**config.mk**
```make
export PLATFORM = sky130hd
export DESIGN_NAME = hsv_to_rgb_converter_top
export DESIGN_NICKNAME = d
export VERILOG_FILES = /design/src/rtl/core/hsv2rgb_pkg.sv /design/src/rtl/core/hsv2rgb_sector.sv /design/src/rtl/core/hsv2rgb_terms.sv /design/src/rtl/core/hsv2rgb_scale.sv /design/src/rtl/core/hsv_to_rgb_converter_top.sv
export SDC_FILE = /design/constraint.sdc
export NUM_CORES = 2
export LEC_CHECK = 0
export BUFFER_PORTS_ARGS = -buffer_cell sky130_fd_sc_hd__buf_2
export CORE_MARGIN = 1
export CORE_UTILIZATION = 50
export DETAILED_ROUTE_END_ITERATION = 7
export GPL_ROUTABILITY_DRIVEN = 0
export GPL_TIMING_DRIVEN = 0
export PLACE_DENSITY_LB_ADDON = 0.05
export SYNTH_ARGS = -nofsm -noshare
export SYNTH_HDL_FRONTEND = slang
export SYNTH_SLANG_ARGS = --single-unit
```
**constraint.sdc**
```tcl
create_clock -name clk -period 5.97 [get_ports clk]
set_clock_uncertainty 0.1 [all_clocks]
set_input_delay 1.194 -clock clk [delete_from_list [all_inputs] [get_ports clk]]
set_output_delay 1.194 -clock clk [all_outputs]
set_load 0.01 [all_outputs]
```
**src/rtl/core/hsv2rgb_pkg.sv**
```systemverilog
// ----------------------------------------------------------------------------
// hsv2rgb_pkg
// shared widths, constants, sector codes and stage payload types of the
// hsv to rgb pixel converter
// ----------------------------------------------------------------------------
package hsv2rgb_pkg;

	localparam int HUE_W       = 13;
	localparam int CH_W        = 8;
	localparam int FRAC_W      = 10;
	localparam int NUM_W       = 18;
	localparam int PROD_W      = 26;
	localparam int RECIP_W     = 27;
	localparam int RECIP_SHIFT = 44;
	localparam int SCALED_W    = PROD_W + RECIP_W;

	localparam logic [HUE_W-1:0]  SECTOR_SPAN = 13'd960;
	localparam logic [HUE_W-1:0]  HUE_TURN    = 13'd5760;
	localparam logic [CH_W-1:0]   UNIT        = 8'd255;
	localparam logic [NUM_W-1:0]  FULL_SCALE  = 18'd244800;

	// ceil(2^44 / 244800): exact floor division for every 26-bit numerator
	localparam longint unsigned RECIP_EXACT =
		((64'd1 << RECIP_SHIFT) + 64'(FULL_SCALE) - 64'd1) / 64'(FULL_SCALE);
	localparam logic [RECIP_W-1:0] RECIP = RECIP_W'(RECIP_EXACT);

	typedef enum logic [2:0] {
		SEC_R_TO_Y = 3'd0,
		SEC_Y_TO_G = 3'd1,
		SEC_G_TO_C = 3'd2,
		SEC_C_TO_B = 3'd3,
		SEC_B_TO_M = 3'd4,
		SEC_M_TO_R = 3'd5
	} sector_t;

	typedef struct packed {
		sector_t           sector;
		logic [FRAC_W-1:0] frac;
		logic [CH_W-1:0]   sat;
		logic [CH_W-1:0]   val;
	} split_t;

	typedef struct packed {
		sector_t          sector;
		logic [CH_W-1:0]  val;
		logic [NUM_W-1:0] num_p;
		logic [NUM_W-1:0] num_q;
		logic [NUM_W-1:0] num_t;
	} num_t;

	typedef struct packed {
		sector_t           sector;
		logic [CH_W-1:0]   val;
		logic [PROD_W-1:0] prod_p;
		logic [PROD_W-1:0] prod_q;
		logic [PROD_W-1:0] prod_t;
	} prod_t;

	typedef struct packed {
		sector_t         sector;
		logic [CH_W-1:0] val;
		logic [CH_W-1:0] chan_p;
		logic [CH_W-1:0] chan_q;
		logic [CH_W-1:0] chan_t;
	} chan_t;

endpackage

```
**src/rtl/core/hsv2rgb_sector.sv**
```systemverilog
// ----------------------------------------------------------------------------
// hsv2rgb_sector
// first stage: wraps the hue into one turn and splits it into sector and
// fraction within the sector
// ----------------------------------------------------------------------------
module hsv2rgb_sector (
	input  logic                           clk,
	input  logic                           arst_n,
	input  logic                           in_valid,
	output logic                           in_ready,
	input  logic [hsv2rgb_pkg::HUE_W-1:0]  hue,
	input  logic [hsv2rgb_pkg::CH_W-1:0]   saturation,
	input  logic [hsv2rgb_pkg::CH_W-1:0]   brightness,
	output logic                           out_valid,
	input  logic                           out_ready,
	output hsv2rgb_pkg::split_t            out_data
);

	logic [hsv2rgb_pkg::HUE_W-1:0] hue_wrap;
	logic [hsv2rgb_pkg::HUE_W-1:0] base;
	logic [hsv2rgb_pkg::HUE_W-1:0] offset;
	hsv2rgb_pkg::sector_t          sector;
	logic                          valid_s1;
	hsv2rgb_pkg::split_t           data_s1;

	always_comb begin
		hue_wrap = hue;
		if (hue >= hsv2rgb_pkg::HUE_TURN) begin
			hue_wrap = hue - hsv2rgb_pkg::HUE_TURN;
		end
		priority if (hue_wrap >= hsv2rgb_pkg::SECTOR_SPAN * 13'd5) begin
			sector = hsv2rgb_pkg::SEC_M_TO_R;
			base   = hsv2rgb_pkg::SECTOR_SPAN * 13'd5;
		end else if (hue_wrap >= hsv2rgb_pkg::SECTOR_SPAN * 13'd4) begin
			sector = hsv2rgb_pkg::SEC_B_TO_M;
			base   = hsv2rgb_pkg::SECTOR_SPAN * 13'd4;
		end else if (hue_wrap >= hsv2rgb_pkg::SECTOR_SPAN * 13'd3) begin
			sector = hsv2rgb_pkg::SEC_C_TO_B;
			base   = hsv2rgb_pkg::SECTOR_SPAN * 13'd3;
		end else if (hue_wrap >= hsv2rgb_pkg::SECTOR_SPAN * 13'd2) begin
			sector = hsv2rgb_pkg::SEC_G_TO_C;
			base   = hsv2rgb_pkg::SECTOR_SPAN * 13'd2;
		end else if (hue_wrap >= hsv2rgb_pkg::SECTOR_SPAN) begin
			sector = hsv2rgb_pkg::SEC_Y_TO_G;
			base   = hsv2rgb_pkg::SECTOR_SPAN;
		end else begin
			sector = hsv2rgb_pkg::SEC_R_TO_Y;
			base   = '0;
		end
		offset = hue_wrap - base;
	end

	assign in_ready = !valid_s1 || out_ready;

	always_ff @(posedge clk or negedge arst_n) begin
		if (!arst_n) begin
			valid_s1 <= 1'b0;
		end else if (in_ready) begin
			valid_s1 <= in_valid;
		end
	end

	always_ff @(posedge clk) begin
		if (in_ready && in_valid) begin
			data_s1.sector <= sector;
			data_s1.frac   <= offset[hsv2rgb_pkg::FRAC_W-1:0];
			data_s1.sat    <= saturation;
			data_s1.val    <= brightness;
		end
	end

	assign out_valid = valid_s1;
	assign out_data  = data_s1;

endmodule

```
**src/rtl/core/hsv2rgb_terms.sv**
```systemverilog
// ----------------------------------------------------------------------------
// hsv2rgb_terms
// second and third stages: numerators of p, q and t over the full scale,
// then their products with the value channel
// ----------------------------------------------------------------------------
module hsv2rgb_terms (
	input  logic                clk,
	input  logic                arst_n,
	input  logic                in_valid,
	output logic                in_ready,
	input  hsv2rgb_pkg::split_t in_data,
	output logic                out_valid,
	input  logic                out_ready,
	output hsv2rgb_pkg::prod_t  out_data
);

	logic [hsv2rgb_pkg::NUM_W-1:0]  sat_frac;
	logic [hsv2rgb_pkg::NUM_W-1:0]  sat_rest;
	logic [hsv2rgb_pkg::FRAC_W-1:0] rest;
	logic [hsv2rgb_pkg::NUM_W-1:0]  num_p;
	logic                           valid_s2;
	hsv2rgb_pkg::num_t              data_s2;
	logic                           ready_s2;
	logic                           valid_s3;
	hsv2rgb_pkg::prod_t             data_s3;

	// s*f, s*(960-f) and (255-s)*960, all over 255*960
	always_comb begin
		rest     = hsv2rgb_pkg::SECTOR_SPAN[hsv2rgb_pkg::FRAC_W-1:0] - in_data.frac;
		sat_frac = hsv2rgb_pkg::NUM_W'(in_data.sat) * hsv2rgb_pkg::NUM_W'(in_data.frac);
		sat_rest = hsv2rgb_pkg::NUM_W'(in_data.sat) * hsv2rgb_pkg::NUM_W'(rest);
		num_p    = hsv2rgb_pkg::NUM_W'(hsv2rgb_pkg::UNIT - in_data.sat)
			* hsv2rgb_pkg::NUM_W'(hsv2rgb_pkg::SECTOR_SPAN);
	end

	assign in_ready = !valid_s2 || ready_s2;
	assign ready_s2 = !valid_s3 || out_ready;

	always_ff @(posedge clk or negedge arst_n) begin
		if (!arst_n) begin
			valid_s2 <= 1'b0;
			valid_s3 <= 1'b0;
		end else begin
			if (in_ready) begin
				valid_s2 <= in_valid;
			end
			if (ready_s2) begin
				valid_s3 <= valid_s2;
			end
		end
	end

	always_ff @(posedge clk) begin
		if (in_ready && in_valid) begin
			data_s2.sector <= in_data.sector;
			data_s2.val    <= in_data.val;
			data_s2.num_p  <= num_p;
			data_s2.num_q  <= hsv2rgb_pkg::FULL_SCALE - sat_frac;
			data_s2.num_t  <= hsv2rgb_pkg::FULL_SCALE - sat_rest;
		end
	end

	always_ff @(posedge clk) begin
		if (ready_s2 && valid_s2) begin
			data_s3.sector <= data_s2.sector;
			data_s3.val    <= data_s2.val;
			data_s3.prod_p <= hsv2rgb_pkg::PROD_W'(data_s2.val)
				* hsv2rgb_pkg::PROD_W'(data_s2.num_p);
			data_s3.prod_q <= hsv2rgb_pkg::PROD_W'(data_s2.val)
				* hsv2rgb_pkg::PROD_W'(data_s2.num_q);
			data_s3.prod_t <= hsv2rgb_pkg::PROD_W'(data_s2.val)
				* hsv2rgb_pkg::PROD_W'(data_s2.num_t);
		end
	end

	assign out_valid = valid_s3;
	assign out_data  = data_s3;

endmodule

```
**src/rtl/core/hsv2rgb_scale.sv**
```systemverilog
// ----------------------------------------------------------------------------
// hsv2rgb_scale
// fourth stage: divides each product by 255*960 through an exact
// reciprocal multiply and keeps the truncated channel value
// ----------------------------------------------------------------------------
module hsv2rgb_scale (
	input  logic               clk,
	input  logic               arst_n,
	input  logic               in_valid,
	output logic               in_ready,
	input  hsv2rgb_pkg::prod_t in_data,
	output logic               out_valid,
	input  logic               out_ready,
	output hsv2rgb_pkg::chan_t out_data
);

	logic [hsv2rgb_pkg::SCALED_W-1:0] scaled_p;
	logic [hsv2rgb_pkg::SCALED_W-1:0] scaled_q;
	logic [hsv2rgb_pkg::SCALED_W-1:0] scaled_t;
	logic                             valid_s4;
	hsv2rgb_pkg::chan_t               data_s4;

	always_comb begin
		scaled_p = hsv2rgb_pkg::SCALED_W'(in_data.prod_p)
			* hsv2rgb_pkg::SCALED_W'(hsv2rgb_pkg::RECIP);
		scaled_q = hsv2rgb_pkg::SCALED_W'(in_data.prod_q)
			* hsv2rgb_pkg::SCALED_W'(hsv2rgb_pkg::RECIP);
		scaled_t = hsv2rgb_pkg::SCALED_W'(in_data.prod_t)
			* hsv2rgb_pkg::SCALED_W'(hsv2rgb_pkg::RECIP);
	end

	assign in_ready = !valid_s4 || out_ready;

	always_ff @(posedge clk or negedge arst_n) begin
		if (!arst_n) begin
			valid_s4 <= 1'b0;
		end else if (in_ready) begin
			valid_s4 <= in_valid;
		end
	end

	always_ff @(posedge clk) begin
		if (in_ready && in_valid) begin
			data_s4.sector <= in_data.sector;
			data_s4.val    <= in_data.val;
			data_s4.chan_p <= scaled_p[hsv2rgb_pkg::RECIP_SHIFT +: hsv2rgb_pkg::CH_W];
			data_s4.chan_q <= scaled_q[hsv2rgb_pkg::RECIP_SHIFT +: hsv2rgb_pkg::CH_W];
			data_s4.chan_t <= scaled_t[hsv2rgb_pkg::RECIP_SHIFT +: hsv2rgb_pkg::CH_W];
		end
	end

	assign out_valid = valid_s4;
	assign out_data  = data_s4;

endmodule

```
**src/rtl/core/hsv_to_rgb_converter_top.sv**
```systemverilog
// ----------------------------------------------------------------------------
// hsv_to_rgb_converter_top
// hsv pixel in, rgb pixel out, five register stages
//
// input channel: in_valid / in_ready carry one hsv beat (hue in sixteenths
//   of a degree, saturation and brightness as 8-bit fractions of one)
// output channel: out_valid / out_ready carry one rgb beat per input beat,
//   in the order the inputs were taken
// depth: a beat taken at the input passes in order through the sector split,
//   the numerator multipliers, the value multipliers, the reciprocal divide
//   by 255*960 and the output register
// throughput: one beat per cycle while out_ready stays high
// reset: arst_n empties every stage at once; in_ready is high straight away
// stall: with out_ready low the result holds at the output; each stage
//   keeps taking beats until it is full, so bubbles close up and nothing
//   is dropped or repeated
// ----------------------------------------------------------------------------
module hsv_to_rgb_converter_top (
	input  logic                          clk,
	input  logic                          arst_n,
	input  logic                          in_valid,
	output logic                          in_ready,
	input  logic [hsv2rgb_pkg::HUE_W-1:0] hue,
	input  logic [hsv2rgb_pkg::CH_W-1:0]  saturation,
	input  logic [hsv2rgb_pkg::CH_W-1:0]  brightness,
	output logic                          out_valid,
	input  logic                          out_ready,
	output logic [hsv2rgb_pkg::CH_W-1:0]  red,
	output logic [hsv2rgb_pkg::CH_W-1:0]  green,
	output logic [hsv2rgb_pkg::CH_W-1:0]  blue
);

	logic                          split_valid;
	logic                          split_ready;
	hsv2rgb_pkg::split_t           split_data;
	logic                          prod_valid;
	logic                          prod_ready;
	hsv2rgb_pkg::prod_t            prod_data;
	logic                          chan_valid;
	logic                          chan_ready;
	hsv2rgb_pkg::chan_t            chan_data;
	logic [hsv2rgb_pkg::CH_W-1:0]  red_mux;
	logic [hsv2rgb_pkg::CH_W-1:0]  green_mux;
	logic [hsv2rgb_pkg::CH_W-1:0]  blue_mux;
	logic                          valid_s5;
	logic [hsv2rgb_pkg::CH_W-1:0]  red_s5;
	logic [hsv2rgb_pkg::CH_W-1:0]  green_s5;
	logic [hsv2rgb_pkg::CH_W-1:0]  blue_s5;

	hsv2rgb_sector u_sector (
		.clk        (clk),
		.arst_n     (arst_n),
		.in_valid   (in_valid),
		.in_ready   (in_ready),
		.hue        (hue),
		.saturation (saturation),
		.brightness (brightness),
		.out_valid  (split_valid),
		.out_ready  (split_ready),
		.out_data   (split_data)
	);

	hsv2rgb_terms u_terms (
		.clk       (clk),
		.arst_n    (arst_n),
		.in_valid  (split_valid),
		.in_ready  (split_ready),
		.in_data   (split_data),
		.out_valid (prod_valid),
		.out_ready (prod_ready),
		.out_data  (prod_data)
	);

	hsv2rgb_scale u_scale (
		.clk       (clk),
		.arst_n    (arst_n),
		.in_valid  (prod_valid),
		.in_ready  (prod_ready),
		.in_data   (prod_data),
		.out_valid (chan_valid),
		.out_ready (chan_ready),
		.out_data  (chan_data)
	);

	// channel order per sector
	always_comb begin
		unique case (chan_data.sector)
			hsv2rgb_pkg::SEC_R_TO_Y: begin
				red_mux   = chan_data.val;
				green_mux = chan_data.chan_t;
				blue_mux  = chan_data.chan_p;
			end
			hsv2rgb_pkg::SEC_Y_TO_G: begin
				red_mux   = chan_data.chan_q;
				green_mux = chan_data.val;
				blue_mux  = chan_data.chan_p;
			end
			hsv2rgb_pkg::SEC_G_TO_C: begin
				red_mux   = chan_data.chan_p;
				green_mux = chan_data.val;
				blue_mux  = chan_data.chan_t;
			end
			hsv2rgb_pkg::SEC_C_TO_B: begin
				red_mux   = chan_data.chan_p;
				green_mux = chan_data.chan_q;
				blue_mux  = chan_data.val;
			end
			hsv2rgb_pkg::SEC_B_TO_M: begin
				red_mux   = chan_data.chan_t;
				green_mux = chan_data.chan_p;
				blue_mux  = chan_data.val;
			end
			default: begin
				red_mux   = chan_data.val;
				green_mux = chan_data.chan_p;
				blue_mux  = chan_data.chan_q;
			end
		endcase
	end

	assign chan_ready = !valid_s5 || out_ready;

	always_ff @(posedge clk or negedge arst_n) begin
		if (!arst_n) begin
			valid_s5 <= 1'b0;
		end else if (chan_ready) begin
			valid_s5 <= chan_valid;
		end
	end

	always_ff @(posedge clk) begin
		if (chan_ready && chan_valid) begin
			red_s5   <= red_mux;
			green_s5 <= green_mux;
			blue_s5  <= blue_mux;
		end
	end

	assign out_valid = valid_s5;
	assign red       = red_s5;
	assign green     = green_s5;
	assign blue      = blue_s5;

endmodule

```
# Yosys cells after proc, flatten, opt, wreduce, memory -nomap -nowiden
# Cells that the tools add are included.
# word_totals
ff_bits	241
latchBits	0
mem_bits_rw	0
rom_bits	0
in_bits	33
output_inout_bits	26
mem_count	0
# op_classes
n_addsub	6
mul	9
div_mod_pow	0
magnitude_cmp	6
eq_ne	4
n_shift	0
muxes	13
bitwise	0
n_reduce_logical	21
# ops
cell	n
$mul A26 B26 Y51 const B	3
$pmux W8 S3	3
$mul A8 B18 Y26	2
$mux W10	5
$mul A8 B10 Y18	2
$sub A18 B18 Y18 const A	2
$ge A13 B12 Y1 const B	2
$ge A13 B13 Y1 const B	2
$mul A8 B12 Y20	1
$mul A18 B4 Y12 const B	1
$ge A13 B10 Y1 const B	1
$ge A13 B11 Y1 const B	1
$mux W13	1
$sub A13 B13 Y13 const B	1
$reduce_or A2 Y1	5
$sub A10 B10 Y10	1
$sub A10 B10 Y10 const A	1
$sub A8 B8 Y9 const A	1
$eq A3 B2 Y1 const B	2
$mux W3	2
$logic_and A1 B1 Y1	5
$logic_not A1 Y1	5
$logic_or A1 B1 Y1	5
$eq A3 B1 Y1 const B	1
other kinds (3)	4

# Depth between registers and ports, before layout
# logic_depth
word_depth	9
mapped_depth	23
ltp_nobuf	23

# Cells and area by module
# A second synthesis with hierarchy kept.
# unflattened
hier_cells	5360
area_unflattened_um2	52953.3
# modules_own_cells
module	n_inst	cells_per_inst	area_each_um2
hsv2rgb_scale	1	2731	27023.4
hsv2rgb_terms	1	2350	22698.0
hsv_to_rgb_converter_top	1	163	1689.1
hsv2rgb_sector	1	116	1542.7

# Least setup slack after synthesis
# OpenSTA, ideal clock, no wires.
# synth_timing
path_kind	flip-flop to flip-flop
start	register u_terms.data_s3, in the netlist u_terms.out_data[40]
end	register u_scale.data_s4, in the netlist u_scale.out_data[9] (data pin)
setup_ns	0.258
arrival_time_ns	5.619
required_time_ns	5.612
path_slack_ns	-0.007
path_stages_with_launch	21
synth_period_minus_slack_ns	5.977
path_cell_list	edfxtp_1 -> ha_1 -> fa_1 -> inv_1 -> fa_1 -> inv_1 -> ha_1 -> inv_1 -> fa_1 -> inv_1 -> fa_1 -> fa_1 -> ha_1 -> nand3_1 -> or3_4 -> or3_1 -> a21oi_1 -> nor4_1 -> o41ai_2 -> a21oi_1 -> xnor2_1
# synth_between
elab_chain_cells	1
# synth_rtl
element	line	rtl
from (decl)	hsv2rgb_terms.sv:25	hsv2rgb_pkg::prod_t data_s3;
$mul A26 B26 Y51	hsv2rgb_scale.sv:27	* hsv2rgb_pkg::SCALED_W'(hsv2rgb_pkg::RECIP);
net u_scale.scaled_q, one bit	hsv2rgb_scale.sv:18	logic [hsv2rgb_pkg::SCALED_W-1:0] scaled_q;
to (decl)	hsv2rgb_scale.sv:21	hsv2rgb_pkg::chan_t data_s4;
# The timed path passes the listed nets, and every way through them passes these cells.
# A chain may end at the register's enable or synchronous reset.

# Final worst setup path
# layout_timing
start	register u_terms.data_s3, in the netlist u_terms.out_data[41]
end	register u_scale.data_s4, in the netlist u_scale.out_data[11] (data pin)
# The elaborated chain is that of the path after synthesis.

==> reports/metrics.yaml <==
floorplanning:
  coreArea_um2: 98300
  io_pins: 59
  design.die.area_um2: 100000
  rows: 115
  fp.dieW_um: 317
  start_util: 0.503
  die_y_um: 317
timing:
  setup_ws_ps: -258
  max_slew.worst_pin.slew_ps: 821
  finalCritPeriodShare: 1.04
  final-setup-viol-count: 20
  hold_violations: 0
  rsz0062_at_grt: "true"
  fin_tns_setup_ps: -2770
  finalMaxSlewViolations: 0
  fmax_mhz: 161
  slew_headroom: 0.452
  period_minus_slack_ps: 6230
min_path:
  hp-class: "primary input to asynchronous set/reset pin"
placed_design:
  dp_hpwl_um: 97900
  place_area_um2: 51500
  port-buffer-count: 58
worst_setup_path:
  rr_startpoint: "u_terms.out_data[41]"
  r2r_setup_slack_ps: -260
  cp_slowest_cell: "fa_2"
  r2r-end: "u_scale.out_data[11]"
  worstPathRequired_ps: 6210
  end_kind: "register"
  startpoint_type: "register"
  crit_path_frequent_cell: "inv_2"
  crit_path_max_incr_delay_ps: 530
  crit_chain: "buf_6 > ha_4 > fa_1 > inv_2 > fa_1 > inv_2 > ha_4 > inv_2 > fa_1 > inv_2 > fa_2 > fa_2 > ha_4 > nand3_2 > or3_4 > or3_4 > a211oi_2 > o31a_1 > buf_4 > o21a_4 > a21oi_2 > xnor2_1"
  cp_max_fo: 2
  worst-r2r-cell-count: 22
  crit_arrival_ps: 6470
  critical_path_class: "register to register"
synth:
  syn_nets: 6716
  synth-async-reset-ratio: 0.0215
  ys.flop_type: "edfxtp_1"
  ys_ff_latch: 233
  synth_cells: 4888
  ys_warn_count: 0
  yosys-top-cells-count: "inv_1, ha_1, fa_1"
  synth_edf_count: 228
  netlist.area_leader.share: 0.323
  yosysMostFrequentCell: "inv_1"
  synth_area_leaders: "fa_1, ha_1, edfxtp_1"
  synth-seq-area-share: 0.141
  syn_area_um2: 49500
  synth_top_area_cell: "fa_1"
  avgSynthCellArea_um2: 10.1
  synth_cell_type_count: 85
final_layout:
  n_fill_cell: 8786
  final-seq-area_um2: 6970
  fin_util: 0.565
  final_layout_size_suffix_gt1_frac: 0.107
  multi_input_area_um2: 39000
  area_delta_synth_final_pct: 12.2
  final_area_um2: 55500
  final_nets: 6982
run_status:
  failed_checks: "negative setup slack"
  status: "complete, but fails checks"
detailed_routing:
  post_drt_wl_per_cell_um: 18.8
  via_count: 33300
  drt_iter0_drc: 1543
  routed_wl_um: 121000
  via_per_inst: 5.16
  route.detailed.drc: 0
  dr.pass1.iters: 5
  drtAntennaViolNets: 0
job:
  cap_violations: 0
grt:
  grt_max_degree: 51
  antenna_found_initial: 4
  overflow: 0
  grtUsageTotal: 0.251
  grt_pass1_vias: 34900
  grt_pass1_wl_um: 195000
clocking:
  cts_tree: "yes"
  htreeDepth: 1
  numCtsBuffers: 31
  clockRootBuffer: "clkbuf_16"
  cts_sinks: 233
  cts.path.max_buffers: 3
  clkTransAtPathRegs_ps: 60
  clk_latency_ps: 620
==> state kept, by name, summed over array words and instances (netlist names) <==
register            flops
u_terms.out_data       82
u_terms.data_s2        58
u_scale.out_data       35
u_sector.out_data      29
blue                    8
green                   8
red                     8
out_valid               1
u_scale.out_valid       1
u_sector.out_valid      1
u_terms.out_valid       1
u_terms.valid_s2        1
==> placed cells by master (no fill, tap or decap), drive strengths merged, types with 6 or more instances in the layout <==
master      n
and4        7
xnor2      93
nor2      134
xor2       29
edfxtp    228
nand3      41
a21oi     112
o21ai     103
o211ai     15
o311ai      6
nand4      20
mux2i      22
or3        20
nor2b      14
o41ai       6
o31ai      12
fa        797
buf       248
a221oi      6
a21o       62
ha        998
inv      1249
clkbuf     92
a2111oi     7
clkinv     13
and2      281
nand2b     21
nor4        6
a31oi      10
a21boi     10
o21a       17
o21bai     13
nor3       35
and3       21
o22ai      10
a211oi     14
nand2     326
mux2       18
==> what timing repair did <==
action	in CTS	in global routing
setup buffers	134	40
pin swaps	89	92
endpoints found under the hold margin	0	0
setup endpoints to repair	56	38
hold buffers	0	0
gates resized for setup	201	132
==> routing by layer <==
metal / share of wire / wire (µm) / track usage / vias to the layer above
li1: - / - / - / 16100
met1: 0.47 / 56900 / 0.356 / 16600
met2: 0.47 / 56800 / 0.421 / 553
met3: 0.041 / 5020 / 0.0267 / 144
met4: 0.022 / 2620 / 0.0453 / 2
met5: 0.000066 / 8 / 0 / -
==> through the flow <==
step	hold slack (ps)	worst slack (ps)	std cells
after floorplan	300	18.2	4888
after global placement	301	-1310	6233
after detailed placement	305	-1330	6237
after CTS	261	-239	6427
after global routing	281	-435	6466
final	296	-258	6467
==> layout make-up <==
type | count | share of cell area
Timing Repair Buffer | 235 | 0.0325
Tap cell | 1287 | 0.0290
Clock buffer | 33 | 0.0141
Inverter | 1243 | 0.0840
Antenna cell | 1 | 0.0000451
Clock inverter | 25 | 0.00505
Sequential cell | 233 | 0.126
Buffer | 72 | 0.00676
Multi-Input combinational cell | 3338 | 0.703
==> critical path, delay by kind of cell, from the launching register on <==
kind | cells | cell delay (ps)
xor gates and xnor gates | 1 | 140
DFF | 1 | 470
adders and majority gates | 8 | 3260
AOI/OAI and AO/OA | 4 | 630
buffers and inverters | 6 | 510
and+or+nand+nor | 3 | 870
==> logic make-up (layout without fill, tap and decap cells) <==
kind of cell,count (synthesis),count (layout),synth area share
other cells,0,1,0
mux,40,40,0.00855
buf+inv,1317,1608,0.0999
fa+ha+maj,1796,1796,0.575
simple gates,940,940,0.0945
xor+xnor,122,122,0.0220
flops,233,233,0.141
compound gates,440,440,0.0590
==> worst max path at each step <==
stage | endpoint | from | slack, ps
final | u_scale.out_data[11] | u_terms.out_data[41] | -260
after global routing | u_scale.out_data[12] | u_terms.out_data[42] | -440
after floorplan | u_scale.out_data[5] | u_terms.out_data[15] | 20
after detailed placement | u_scale.out_data[23] | u_terms.out_data[73] | -1330
after global placement | u_scale.out_data[23] | u_terms.out_data[73] | -1310
after CTS | u_scale.out_data[9] | u_terms.out_data[43] | -240
Power is left out: the tool's default activity adds up to more than one toggle a clock period on the data nets, which glitch-free logic cannot reach.
